==> src/sv/mtrg_cell.sv <==
`timescale 1ns / 1ps
// ----------------------------------------------------------------------------
// mtrg_cell
// One state word of the twister chain; takes its neighbor's word on shift.
// ----------------------------------------------------------------------------
module mtrg_cell (
    input  logic        i_clk,
    input  logic        i_shift,
    input  logic [31:0] i_d,
    output logic [31:0] o_q
);

    logic [31:0] r_q;

    always_ff @(posedge i_clk) begin
        if (i_shift) begin
            r_q <= i_d;
        end
    end

    assign o_q = r_q;

endmodule

==> config.mk <==
export PLATFORM = sky130hd
export DESIGN_NAME = mtrg_cell
export DESIGN_NICKNAME = d
export VERILOG_FILES = /design/src/sv/mtrg_cell.sv
export SDC_FILE = /design/constraint.sdc
export NUM_CORES = 1
export LEC_CHECK = 0
export BUFFER_PORTS_ARGS = -buffer_cell sky130_fd_sc_hd__buf_4
export CAP_MARGIN = 10
export CORE_UTILIZATION = 42
export DETAILED_ROUTE_END_ITERATION = 8
export MAX_ROUTING_LAYER = met4
export PLACE_DENSITY_LB_ADDON = 0.25
export SYNTH_ARGS = -nofsm -noshare
export SYNTH_HDL_FRONTEND = slang
export SYNTH_SLANG_ARGS = --single-unit
==> constraint.sdc <==
create_clock -name i_clk -period 0.95 [get_ports i_clk]
set_input_delay 0.1425 -clock i_clk [delete_from_list [all_inputs] [get_ports i_clk]]
set_output_delay 0.1425 -clock i_clk [all_outputs]
set_load 0.005 [all_outputs]
# After elaboration in Yosys (flattened, before gate mapping)

Index checks and enable logic that the tools add are counted.

Bits in registers: 32
Word-level logic and storage cells: 1

# Longest topological paths before layout

Word-level depth: 0
Mapped depth: 0

# Least setup slack after synthesis

No wires, ideal clock.

Kind: register to output
Start point: register r_q[0], in the netlist o_q[0]
End point: output o_q[0]
Arrival time: 0.355 ns
Required time: 0.808 ns
Setup slack: 0.452 ns
Stages on the path, launching flop included: 1
Path buffers: 0
Cells stage by stage: edfxtp_1

RTL lines:

| element                | RTL line | source |
|---|---|---|
| from (decl)            | 13       | `logic [31:0] r_q;` |
| from (signal assigned) | 17       | `r_q <= i_d;` |
| to (decl)              | 10       | `output logic [31:0] o_q` |

No word-level cell between the ends.

# Worst setup path in the final report

Start point: register r_q[29], in the netlist o_q[29]
End point: output o_q[29]

No word-level cell between the ends.

==> impl_metrics.env <==
export IMPL_final_setup_tns_ns=-1.715
export IMPL_synth_compound_area_share=0
export IMPL_fin_ws_ns=-0.09575
export IMPL_path_cells="buf_4"
export IMPL_synthArstFlopShare=0
export IMPL_htree_levels=2
export IMPL_syn_num_nets=66
export IMPL_synth_fa_ha_area_frac=0
export IMPL_ys_types=1
export IMPL_hold_class="input pin to flip-flop"
export IMPL_regArea_um2=960.9
export IMPL_dpl_cell_count=124
export IMPL_antenna_found_initial=0
export IMPL_viasPerCell=4.646
export IMPL_ant_nets=0
export IMPL_synth_area_leaders="edfxtp_1 100%"
export IMPL_drc=0
export IMPL_drv_slew=0
export IMPL_layout_comb_gates_multi_input=0
export IMPL_cpPeakStageDelay_ns=0.42
export IMPL_hold_worst_slack_ns=0.2686
export IMPL_slew_headroom=0.7357
export IMPL_overflow=0
export IMPL_cts_sinks=32
export IMPL_syn2layout_area_growth_pct=97.66
export IMPL_cp_top_family="flip-flops"
export IMPL_p_leak_uw=0.0008065
export IMPL_fin_crit_sh=1.101
export IMPL_yosys_area_top_type="edfxtp_1"
export IMPL_hold_viol=0
export IMPL_cts_setup_buffers=0
export IMPL_fill_cells=62
export IMPL_synth_avg_cell_area_um2=30.03
export IMPL_swShare=0.2251
export IMPL_synth_common_cells="32 x edfxtp_1"
export IMPL_pre_cts_ws_ns=0.1147
export IMPL_yosys_most_used_dff="edfxtp_1"
export IMPL_core_um2=2062
export IMPL_syn_inst=32
export IMPL_synth_area_um2=960.9
export IMPL_wl_mm=3.199
export IMPL_synth_xor_area_share=0
export IMPL_pwr_share_seq=0.591
export IMPL_io_buffers=65
export IMPL_top_level_ports=66
export IMPL_p_int_uw=2265
export IMPL_gr_usage_met1=0.2158
export IMPL_grt_met2_usage=0.3874
export IMPL_die_height_um=49.83
export IMPL_clkPwrFrac=0.253
export IMPL_yosys_register_bits=32
export IMPL_grt_pass1_wl_mm=3.581
export IMPL_grt_busiest_layer="met2"
export IMPL_grt_pass1_vias=780
export IMPL_tightest_slew_ns=0.3965
export IMPL_multi_input_area_um2=0
export IMPL_netSwitchingPower_uw=658.0
export IMPL_vdd_drop_max_uv=1308
export IMPL_largest_reg_flops=32
export IMPL_path_class="flip-flop to output port"
export IMPL_synth_most_common_cell="edfxtp_1"
export IMPL_place_congestion=0.6626
export IMPL_n_antenna_cell=0
export IMPL_worstHoldEndpoint="o_q[27]"
export IMPL_synth_edf_count=32
export IMPL_synth_seq_area_share=1.000
export IMPL_grtUsageTotal=0.2296
export IMPL_outcome="finished with violations"
export IMPL_cts_buffer_depth=2
export IMPL_violations="setup timing"
export IMPL_met3_usage=0.1019
export IMPL_grt_setup_unrepaired="yes"
export IMPL_crit_buf_inv=1
export IMPL_cts_tree="built"
export IMPL_drt_iter0_drc=23
export IMPL_fp_row_count=16
export IMPL_critPathMaxFanout=1
export IMPL_synth_top_cell_area_share=1.000
export IMPL_combPwrFrac=0.155
export IMPL_die_w_um=49.83
export IMPL_cp_end_kind="output port"
export IMPL_clk_pin_slew_worst_paths_ns=0.10
export IMPL_drive_gt1_frac=0.5255
export IMPL_setup_viol=32
export IMPL_clk_root_buffer_cell="clkbuf_4"
export IMPL_power_density_nw_per_um2=1539
export IMPL_crit_path_start_kind="flip-flop"
export IMPL_arrival_ns=0.90
export IMPL_start_util=0.4660
export IMPL_stdcell_count=164
export IMPL_maxCapViolations=0
export IMPL_grt_start_max_net_pins=33
export IMPL_cp_slowest_cell="edfxtp_1"
export IMPL_dr_pass1_iters=4
export IMPL_vias=762
export IMPL_min_period_ns=1.046
export IMPL_holdPathStages=1
export IMPL_synthSimpleGateAreaFrac=0
export IMPL_cts_made_buffers=5
export IMPL_hold_start="i_shift"
export IMPL_yosysWarnings=0
export IMPL_critical_path_required_ns=0.81
export IMPL_fmax_ghz=0.9563
export IMPL_fin_nets=170
export IMPL_synthMuxAreaShare=0
export IMPL_dieArea_um2=2483
export IMPL_wire_per_inst_um=19.51
## cells by family (layout without fill, tap and decap cells)
kind of cell           after synthesis  in the layout
buffers and inverters                0            105
DFF                                 32             32
## timing repair
item                                    4_1_cts  5_1_grt
gates resized for setup                       1       11
cloned                                        0        0
hold buffers                                 32        0
endpoints found under the setup margin       32       32
hold endpoints to repair                     32        0
## how the worst max path moves through the flow
| stage | start | end | cells past startpoint |
|---|---|---|---|
| 6_report | o_q[29] | o_q[29] | 1 |
| 2_1_floorplan | o_q[0] | o_q[0] | 0 |
| 5_1_grt | o_q[5] | o_q[5] | 1 |
| 3_3_place_gp | i_shift | o_q[4] | 1 |
| 4_1_cts | o_q[16] | o_q[16] | 1 |
| 3_5_place_dp | i_shift | o_q[4] | 1 |
## per-layer routing
metal | part of all wire | vias up | wire length (um)
li1 | - | 336 | -
met1 | 0.35 | 365 | 1112
met2 | 0.57 | 57 | 1830
met3 | 0.067 | 4 | 215
met4 | 0.013 | 0 | 41
met5 | 0 | - | 0
## placed cells by master, fill, tap and decap left out
| cell | Yosys | final |
|---|---|---|
| clkinv_2 | 0 | 2 |
| clkbuf_4 | 0 | 5 |
| edfxtp_1 | 32 | 32 |
| dlygate4sd3_1 | 0 | 32 |
| buf_4 | 0 | 53 |
| buf_6 | 0 | 12 |
| clkinv_1 | 0 | 1 |
## final cells by class
cell class            instances  area share
clock inverter                3    0.007246
clock buffer                  5     0.01976
tap                          27     0.01779
timing repair buffer         97      0.4493
sequential                   32      0.5059
## stage by stage
stage / area, um2 / utilization / total power, uW
2_1_floorplan: 960.9 / - / 1753
3_3_place_gp: 1483 / 0.7191 / 2028
3_5_place_dp: 1483 / 0.7191 / 2042
4_1_cts: 1858 / 0.9011 / 2830
5_1_grt: 1899 / 0.9211 / 3000
6_report: 1899 / 0.9211 / 2923
## power by group through the flow
stage / clock, uW / combinational (uW) / sequential, uW
global placement: 0 / 294 / 1730
floorplan: 0 / 0 / 1750
CTS: 712 / 409 / 1710
detailed placement: 0 / 303 / 1740
finish: 741 / 454 / 1730
global route: 792 / 474 / 1730
Power figures use the tool's default switching activity.
