[src/sv/mtrg_pkg.sv]
`timescale 1ns / 1ps
// ----------------------------------------------------------------------------
// mtrg_pkg
// Types and constants shared by the range generator modules.
// ----------------------------------------------------------------------------
package mtrg_pkg;

    localparam int STATE_WORDS = 624;
    localparam int TAP_OFFSET  = 397;

    localparam logic [31:0] SEED_MULT = 32'd1812433253;
    localparam logic [31:0] TWIST_XOR = 32'h9908B0DF;
    localparam logic [31:0] TEMPER_B  = 32'h9D2C5680;
    localparam logic [31:0] TEMPER_C  = 32'hEFC60000;

    localparam logic [1:0] FUNC_RAW    = 2'd0;
    localparam logic [1:0] FUNC_SCALED = 2'd1;
    localparam logic [1:0] FUNC_REJECT = 2'd2;

    localparam logic [1:0] REG_SEED = 2'd0;

    typedef struct packed {
        logic [1:0]         func;
        logic signed [31:0] low_bound;
        logic signed [31:0] high_bound;
    } t_in_item;

    typedef struct packed {
        logic [31:0]        word;
        logic signed [31:0] number;
        logic               range_error;
    } t_out_item;

    typedef struct packed {
        logic        done;
        logic [31:0] rem;
    } t_div_status;

    function automatic logic [31:0] temper(input logic [31:0] x);
        logic [31:0] y;
        y = x ^ (x >> 11);
        y = y ^ ((y << 7) & TEMPER_B);
        y = y ^ ((y << 15) & TEMPER_C);
        y = y ^ (y >> 18);
        return y;
    endfunction

endpackage

[src/sv/mtrg_remdiv.sv]
`timescale 1ns / 1ps
// ----------------------------------------------------------------------------
// mtrg_remdiv
// Bit-serial restoring divider giving 2^32 mod divisor, one bit per cycle.
// ----------------------------------------------------------------------------
module mtrg_remdiv
    import mtrg_pkg::*;
(
    input  logic        i_clk,
    input  logic        i_rst_n,
    input  logic        i_start,
    input  logic [32:0] i_divisor,
    output t_div_status o_status
);

    logic [32:0] r_rem;
    logic [32:0] n_rem;
    logic [5:0]  r_cnt;
    logic        r_busy;
    logic        r_done;
    logic [32:0] w_trial;

    // dividend is a one followed by 32 zeros, msb first
    assign w_trial = {r_rem[31:0], (r_cnt == 6'd0)};

    always_comb begin
        if (w_trial >= i_divisor) begin
            n_rem = w_trial - i_divisor;
        end else begin
            n_rem = w_trial;
        end
    end

    always_ff @(posedge i_clk) begin
        if (!i_rst_n) begin
            r_busy <= 1'b0;
            r_done <= 1'b0;
            r_cnt  <= '0;
        end else begin
            r_done <= 1'b0;
            if (i_start) begin
                r_busy <= 1'b1;
                r_cnt  <= '0;
            end else if (r_busy) begin
                r_cnt <= r_cnt + 6'd1;
                if (r_cnt == 6'd32) begin
                    r_busy <= 1'b0;
                    r_done <= 1'b1;
                end
            end
        end
    end

    always_ff @(posedge i_clk) begin
        if (i_start) begin
            r_rem <= '0;
        end else if (r_busy) begin
            r_rem <= n_rem;
        end
    end

    assign o_status.done = r_done;
    assign o_status.rem  = r_rem[31:0];

endmodule

[config.mk]
export PLATFORM = sky130hd
export DESIGN_NAME = mtrg_remdiv
export DESIGN_NICKNAME = d
export VERILOG_FILES = /design/src/sv/mtrg_pkg.sv /design/src/sv/mtrg_remdiv.sv
export SDC_FILE = /design/constraint.sdc
export NUM_CORES = 1
export LEC_CHECK = 0
export CAP_MARGIN = 25
export CELL_PAD_IN_SITES_DETAIL_PLACEMENT = 0
export CELL_PAD_IN_SITES_GLOBAL_PLACEMENT = 1
export CORE_ASPECT_RATIO = 0.5
export CORE_UTILIZATION = 35
export DETAILED_ROUTE_END_ITERATION = 12
export DONT_BUFFER_PORTS = 1
export GPL_TIMING_DRIVEN = 0
export PLACE_DENSITY_LB_ADDON = 0.1
export SETUP_SLACK_MARGIN = 0.5
export SLEW_MARGIN = 10
export SYNTH_ARGS = -nofsm -noshare
export SYNTH_HDL_FRONTEND = slang
export SYNTH_SLANG_ARGS = --single-unit
[constraint.sdc]
create_clock -name i_clk -period 7.9 [get_ports i_clk]
set_input_delay 0.79 -clock i_clk [delete_from_list [all_inputs] [get_ports i_clk]]
set_output_delay 0.79 -clock i_clk [all_outputs]
set_load 0.1 [all_outputs]
# Yosys cells after proc, flatten, opt, wreduce, memory -nomap -nowiden
# Cells that the tools add are included.
# word_totals
ff_bits,40
# op_classes
n_addsub,2
order_cmp,1
eq_ne,1
n_mux,5
bitwise,2
n_reduce_logical,3
# ops
cell,n
33-bit >= comparator,1
32-bit 2-to-1 mux,1
32-bit subtractor,1
"6-bit by 1-bit adder with 6-bit output, second input constant",1
"6-bit equality test, second input constant",1
6-bit logical NOT,1
1-bit 2-to-1 mux,4
3-bit OR reduction,1
1-bit inverter,2
2-bit OR reduction,1

# Depth between registers and ports, before layout
# Gate-level depths: netlist (run 1).
# depth
ltp_word,4
depth_mapped,16

# Worst setup path before layout (run 1)
# Ideal clock, no wire load.
# synth_path
path_type,register to register
start,register r_rem[0]
end,register r_rem[3]
arrival_time_ns,3.345
required_ns,7.809
setup_slack_ns,4.464
stages_incl_launch_ff,13
synth_period_minus_slack_ns,3.436
cell_sequence,dfxtp_1 > ha_1 > nor2b_1 > o31a_4 > o31ai_2 > a21oi_4 > a21oi_2 > o31a_4 > o221a_4 > buf_6 > buf_2 > nand2_1 > a311oi_1
# synth_between
elab_chain_cells,2
word_cells_on_any_way,3
cone_classes,add/sub (1); order compare (1); mux (1)
# synth_rtl
element,line,text
start: declaration,mtrg_remdiv.sv:16,logic [32:0] r_rem;
start signal: assignment,mtrg_remdiv.sv:58,r_rem <= n_rem;
32-bit subtractor or 33-bit >= comparator (tied branches),"mtrg_remdiv.sv:28, mtrg_remdiv.sv:27",
32-bit 2-to-1 mux *,mtrg_remdiv.sv:27,if (w_trial >= i_divisor) begin
# Every way passes the cells marked *; elsewhere a longest branch is shown, timed or not.
# A chain may end at the register's enable or synchronous reset.

# Final worst setup path (run 1)
# layout_path
start,register r_rem[12]
end,register r_rem[30]
# The elaborated chain is that of the path after synthesis.

==> out/metrics.cfg, run 1 <==
[critical_path]
critical_path_class=reg2reg
crit_fanout=9
arrival_ns=4.17
worstSetupStartpoint=r_rem[12]
reg2reg_slack_ns=3.94
r2r_cells=11
end_kind=register
r2r_end=r_rem[30]
cp-start-kind=register
worstPathRequired_ns=8.11
r2r_start=r_rem[12]

[sta]
hold_viol_final=0
clock_skew_ns=0.00384
period_needed_ns=3.96
setup_viol=0
tns_ns=0
slew_headroom_pct=27.7
fin_hold_ws_ns=0.486
worst_slew_pin_slew_ns=1.08
slew_viol_final=0
grt_setup_unrepaired=false
max_freq_ghz=0.252
timing.final.crit_share_pct=50.2

[die]
die_area_sq_mm=0.0109
die_h_microns=74.4
num_io_pins=69
die_w_microns=147
fp-row-count=25
core-area_sq_mm=0.00979
initial_core_util_pct=37.4

[global_routing]
use_met2_pct=27.8
top_usage_layer=met1
grt_overflow=0
first_global_vias=3133
grtUsageTotal_pct=20.2
grt_max_degree=15
grt_first_pass_wirelength_microns=17000
antenna_found_initial=0
grt_util_met3_pct=4.72
gr-usage-met1_pct=31.2

[drt]
viasPerCell=5.35
wl_per_cell_microns=16.8
vias=3341
drtPass1Iterations=4
drc=0
drt_wl_total_microns=10500
drtAntennaViolNets=0
drt_iter0_markers=159

[clock_network]
cts_made_buffers=5
clk_pin_slew_worst_paths_ns=0.07
h-tree-depth=2
cts_num_sinks=40
post-cts-setup-buffer-count=0
cts_resized=0
cts_tree=built
clk_latency_ns=0.29
cts-root-buf=clkbuf_16
ctsLongestPathBuffers=2
cts_hold_buf=0

[min_path]
hold_depth=2
min_from=r_cnt[5]
min_to=r_done
hold_class=reg2reg

[logic_synthesis]
yosysSeqAreaShare_pct=21.9
synth-seq-cells=40
netlist_area_sq_mm=0.00366
synth_cell_type_count=56
yosys_warnings=0
synth.area.top_cells=dfxtp_1 (22%), ha_1 (12%), mux2i_1 (6.8%)
synthesis.nets=546
syn_area_per_cell_sq_um=7.73
synth_area_leader_cell=dfxtp_1
synth_top_area_share_pct=21.9
synth-edff-count=0
synthCells=474
ys.flop_type=dfxtp_1
synth-async-reset-ratio_pct=0

[layout]
layout_commonest_cell=nor2_1
synthToLayoutAreaGrowth_pct=13.1
nets=561
diodes=0
drive_gt1_share_pct=7.76
most-common-layout-cells=nor2_1 (47), inv_1 (46), a21oi_1 (40), dfxtp_1 (40), ha_1 (35)

[placement]
routabilityCongestion=0.795
portBuffers=0
hpwlAfterDp_microns=8180

[job]
drv_cap=0

[power]
power_density_mw_per_mm2=199
power_leakage_nw=1.88
irDropWorstVdd_mv=0.0756

[outcome]
status=finished, final reports clean

Yosys cell counts (3+ instances only):
| library cell | instances |
|---|---|
| nor2_1 | 47 |
| inv_1 | 46 |
| a21oi_1 | 40 |
| dfxtp_1 | 40 |
| ha_1 | 35 |
| nand2_1 | 27 |
| a211oi_1 | 26 |
| mux2i_1 | 25 |
| o21ai_0 | 23 |
| xnor2_1 | 19 |
| clkbuf_1 | 18 |
| nand4_1 | 14 |
| xor2_1 | 13 |
| nand3_1 | 9 |
| nand2b_1 | 7 |
| a31oi_1 | 6 |
| buf_2 | 5 |
| o21a_1 | 5 |
| a21o_1 | 4 |
| nor2b_1 | 4 |
| nor3_1 | 4 |
| or3_1 | 4 |
| and3_1 | 3 |
| o21bai_1 | 3 |
| or2_2 | 3 |
where the power goes:
part	leakage, nW	internal, mW	switching (mW)
sequential	0.328	0.215	0.0995
clock	0.0840	0.151	0.101
combinational	1.47	0.106	0.153
total	1.88	0.472	0.353
critical path, stage by stage, from the launching register on:
cell and delay (ns):
dfxtp_1 1.03, ha_1 0.38, clkbuf_1 0.22, a21oi_1 0.27, o221ai_1 0.22, a2111oi_0 0.65, a211oi_1 0.22, nor2_1 0.20
a31oi_1 0.14, xnor2_1 0.16, mux2i_1 0.10, a211oi_1 0.28
flip-flops by register name, summed over array words and instances, names as in the netlist:
register	cells
r_rem	32
r_cnt	6
r_busy	1
r_done	1
through the flow:
step	total power [mW]	utilization (%)	instances	setup slack (ns)	instance area, sq um
2_1_floorplan	0.513	-	474	4.46	3660
3_3_place_gp	0.566	39.2	609	3.92	3830
3_5_place_dp	0.571	39.9	613	4.02	3900
4_1_cts	0.827	41.6	621	3.95	4080
5_1_grt	0.873	42.4	625	3.56	4150
6_report	0.825	42.4	625	3.94	4150
how the worst max path moves through the flow:
stage	end	slack [ns]
after detailed placement	r_rem[24]	4.02
after global routing	r_rem[30]	3.56
final	r_rem[30]	3.94
after CTS	r_rem[30]	3.95
after floorplan	r_rem[3]	4.46
after global placement	r_rem[30]	3.92
cells by family (layout without fill, tap and decap cells):
group,after synthesis,after routing,synth area share [%]
compound gates,138,138,25.8
xor+xnor,32,32,7.65
fa+ha+maj,36,36,12.5
buf+inv,74,90,8.40
flops,40,40,21.9
mux,27,27,7.55
simple gates,127,127,16.3
per-layer routing:
metal	part of all wire, %	up-vias
met2	39	52
met5	0	-
met1	56	1562
met3	4.2	8
li1	-	1719
met4	0.69	0
area by class of cell:
class                      instances  area (sq um)
buffer                            28           135
sequential                        40           801
inverter                          46           173
clock inverter                     3          47.5
fill                            1076          5640
multi-input combinational        360          2560
clock buffer                       5           125
timing repair buffer               8           140
tap                              135           169
No activity file was read; power rests on OpenSTA's default activity.
==> run 2: changes to the inputs <==
Clock period 7.9 ns to 3.7 ns, I/O delays scaled along.
==> out/metrics.cfg, run 2 (synthesized netlist as in run 1, its figures left out) <==
[min_path]
hold_class=in2reg
min_to=r_busy
hold_depth=1
min_from=i_rst_n

[power]
power_leakage_nw=2.02
power_density_mw_per_mm2=399
power_mw=1.79
irDropWorstVdd_mv=0.222

[die]
die_w_microns=147
die_h_microns=74.4
initial_core_util_pct=37.4
fp-row-count=25
num_io_pins=69
core-area_sq_mm=0.00979
die_area_sq_mm=0.0109

[global_routing]
gr-usage-met1_pct=30.3
first_global_vias=3096
top_usage_layer=met1
grt_first_pass_wirelength_microns=16900
use_met2_pct=28.7
antenna_found_initial=0
grt_overflow=0
grtUsageTotal_pct=19.9
grt_util_met3_pct=4.79
grt_max_degree=15

[layout]
top_register=r_rem
nets=574
most-common-layout-cells=nor2_1 (47), inv_1 (46), a21oi_1 (35)
synthToLayoutAreaGrowth_pct=22.5
drive_gt1_share_pct=21.1
largest_reg_flops=32
regArea_sq_um=886
layout_commonest_cell=nor2_1
n_fill_cell=984
diodes=0
final_cells=638
reg.largest.list=r_rem: 32 flops, r_cnt: 6 flops
final_cell_area_sq_mm=0.00449
multi_input_area_sq_mm=0.00273

[sta]
max_freq_ghz=0.308
period_needed_ns=3.25
hold_viol_final=0
setup_viol=0
grt_setup_unrepaired=true
worst_slew_pin_slew_ns=1.10
worst_slack_ns=0.453
clock_skew_ns=0.00543
slew_headroom_pct=26.5
slew_viol_final=0
tns_ns=0
timing.final.crit_share_pct=87.7

[critical_path]
r2r_start=r_cnt[0]
crit_fanout=3
r2r_cells=21
worstPathRequired_ns=3.90
r2r_end=r_rem[0]
arrival_ns=3.45
end_kind=register
reg2reg_slack_ns=0.45
cp-start-kind=register
critical_path_class=reg2reg

[placement]
portBuffers=0
routabilityCongestion=0.811
placed_cells=609
hpwlAfterDp_microns=8170
dpl_worst_slack_ns=0.0118
placed_cell_area_sq_mm=0.00385

[clock_network]
clk_latency_ns=0.29
cts_made_buffers=5
cts_tree=built
cts-root-buf=clkbuf_16
cts_hold_buf=0
h-tree-depth=2
clk_pin_slew_worst_paths_ns=0.07
ctsLongestPathBuffers=2
cts_num_sinks=40

[drt]
viasPerCell=5.33
drt_iter0_markers=164
drtPass1Iterations=4
drc=0
vias=3403
drt_wl_total_microns=10800
wl_per_cell_microns=17.0
drtAntennaViolNets=0

[job]
drv_cap=0

[outcome]
status=finished, final reports clean

## run 2: cell types whose count changed in the layout (fill, tap and decap cells not counted), sizes merged
cell,delta
buf,+13
## run 2: how the worst max path moves through the flow
stage / end / start / depth (start not counted) / slack (ns)
2_1_floorplan: r_rem[22] / r_rem[23] / 13 / 0.52
3_3_place_gp: r_rem[30] / r_cnt[0] / 15 / -0.02
3_5_place_dp: r_rem[30] / r_cnt[0] / 15 / 0.01
4_1_cts: r_rem[30] / r_cnt[0] / 16 / 0.47
5_1_grt: r_rem[28] / r_cnt[0] / 16 / 0.34
6_report: r_rem[0] / r_cnt[0] / 21 / 0.45
## run 2: where the power goes
part	internal [mW]	total, mW	switching, mW
combinational	0.245	0.568	0.323
clock	0.321	0.525	0.204
sequential	0.461	0.700	0.239
total	1.03	1.79	0.765
## run 2: repair_timing
action | 4_1_cts | 5_1_grt
resized for setup | 47 | 34
pin swaps | 11 | 23
cloned | 0 | 1
hold endpoints to repair | 0 | 0
setup endpoints to repair | 32 | 32
buffers inserted | 16 | 4
## run 2: worst max-delay path: stages, from the launching register on
cell,delay (ns)
dfxtp_4,0.35
inv_1,0.05
ha_1,0.14
nor4b_4,0.20
nand2b_1,0.15
buf_4,0.16
buf_4,0.12
buf_4,0.12
buf_4,0.12
buf_4,0.12
buf_4,0.12
buf_4,0.12
buf_4,0.12
buf_4,0.12
buf_4,0.12
buf_4,0.12
buf_4,0.12
buf_4,0.12
buf_4,0.12
buf_4,0.12
mux2_4,0.25
a211oi_2,0.20
## run 2: layout make-up
type / count / share of cell area [%]
flip-flops and latches: 40 / 19.7
clock inverters: 3 / 1.06
multi-input cells: 360 / 60.8
clock buffers: 5 / 2.79
plain buffers: 28 / 3.79
inverters: 46 / 3.85
well taps: 135 / 3.76
repair buffers: 21 / 4.18
## run 2: per-stage QoR
step / hold WS (ns) / util (%)
after floorplan: 0.451 / -
after global placement: 0.480 / 39.3
after detailed placement: 0.479 / 39.3
after CTS: 0.200 / 43.7
after global routing: 0.206 / 45.9
final: 0.207 / 45.9
## run 2: routing by layer
metal	share of wire (%)	vias to the layer above
li1	-	1749
met3	4.7	6
met5	0	-
met4	0.39	0
met1	56	1592
met2	39	56
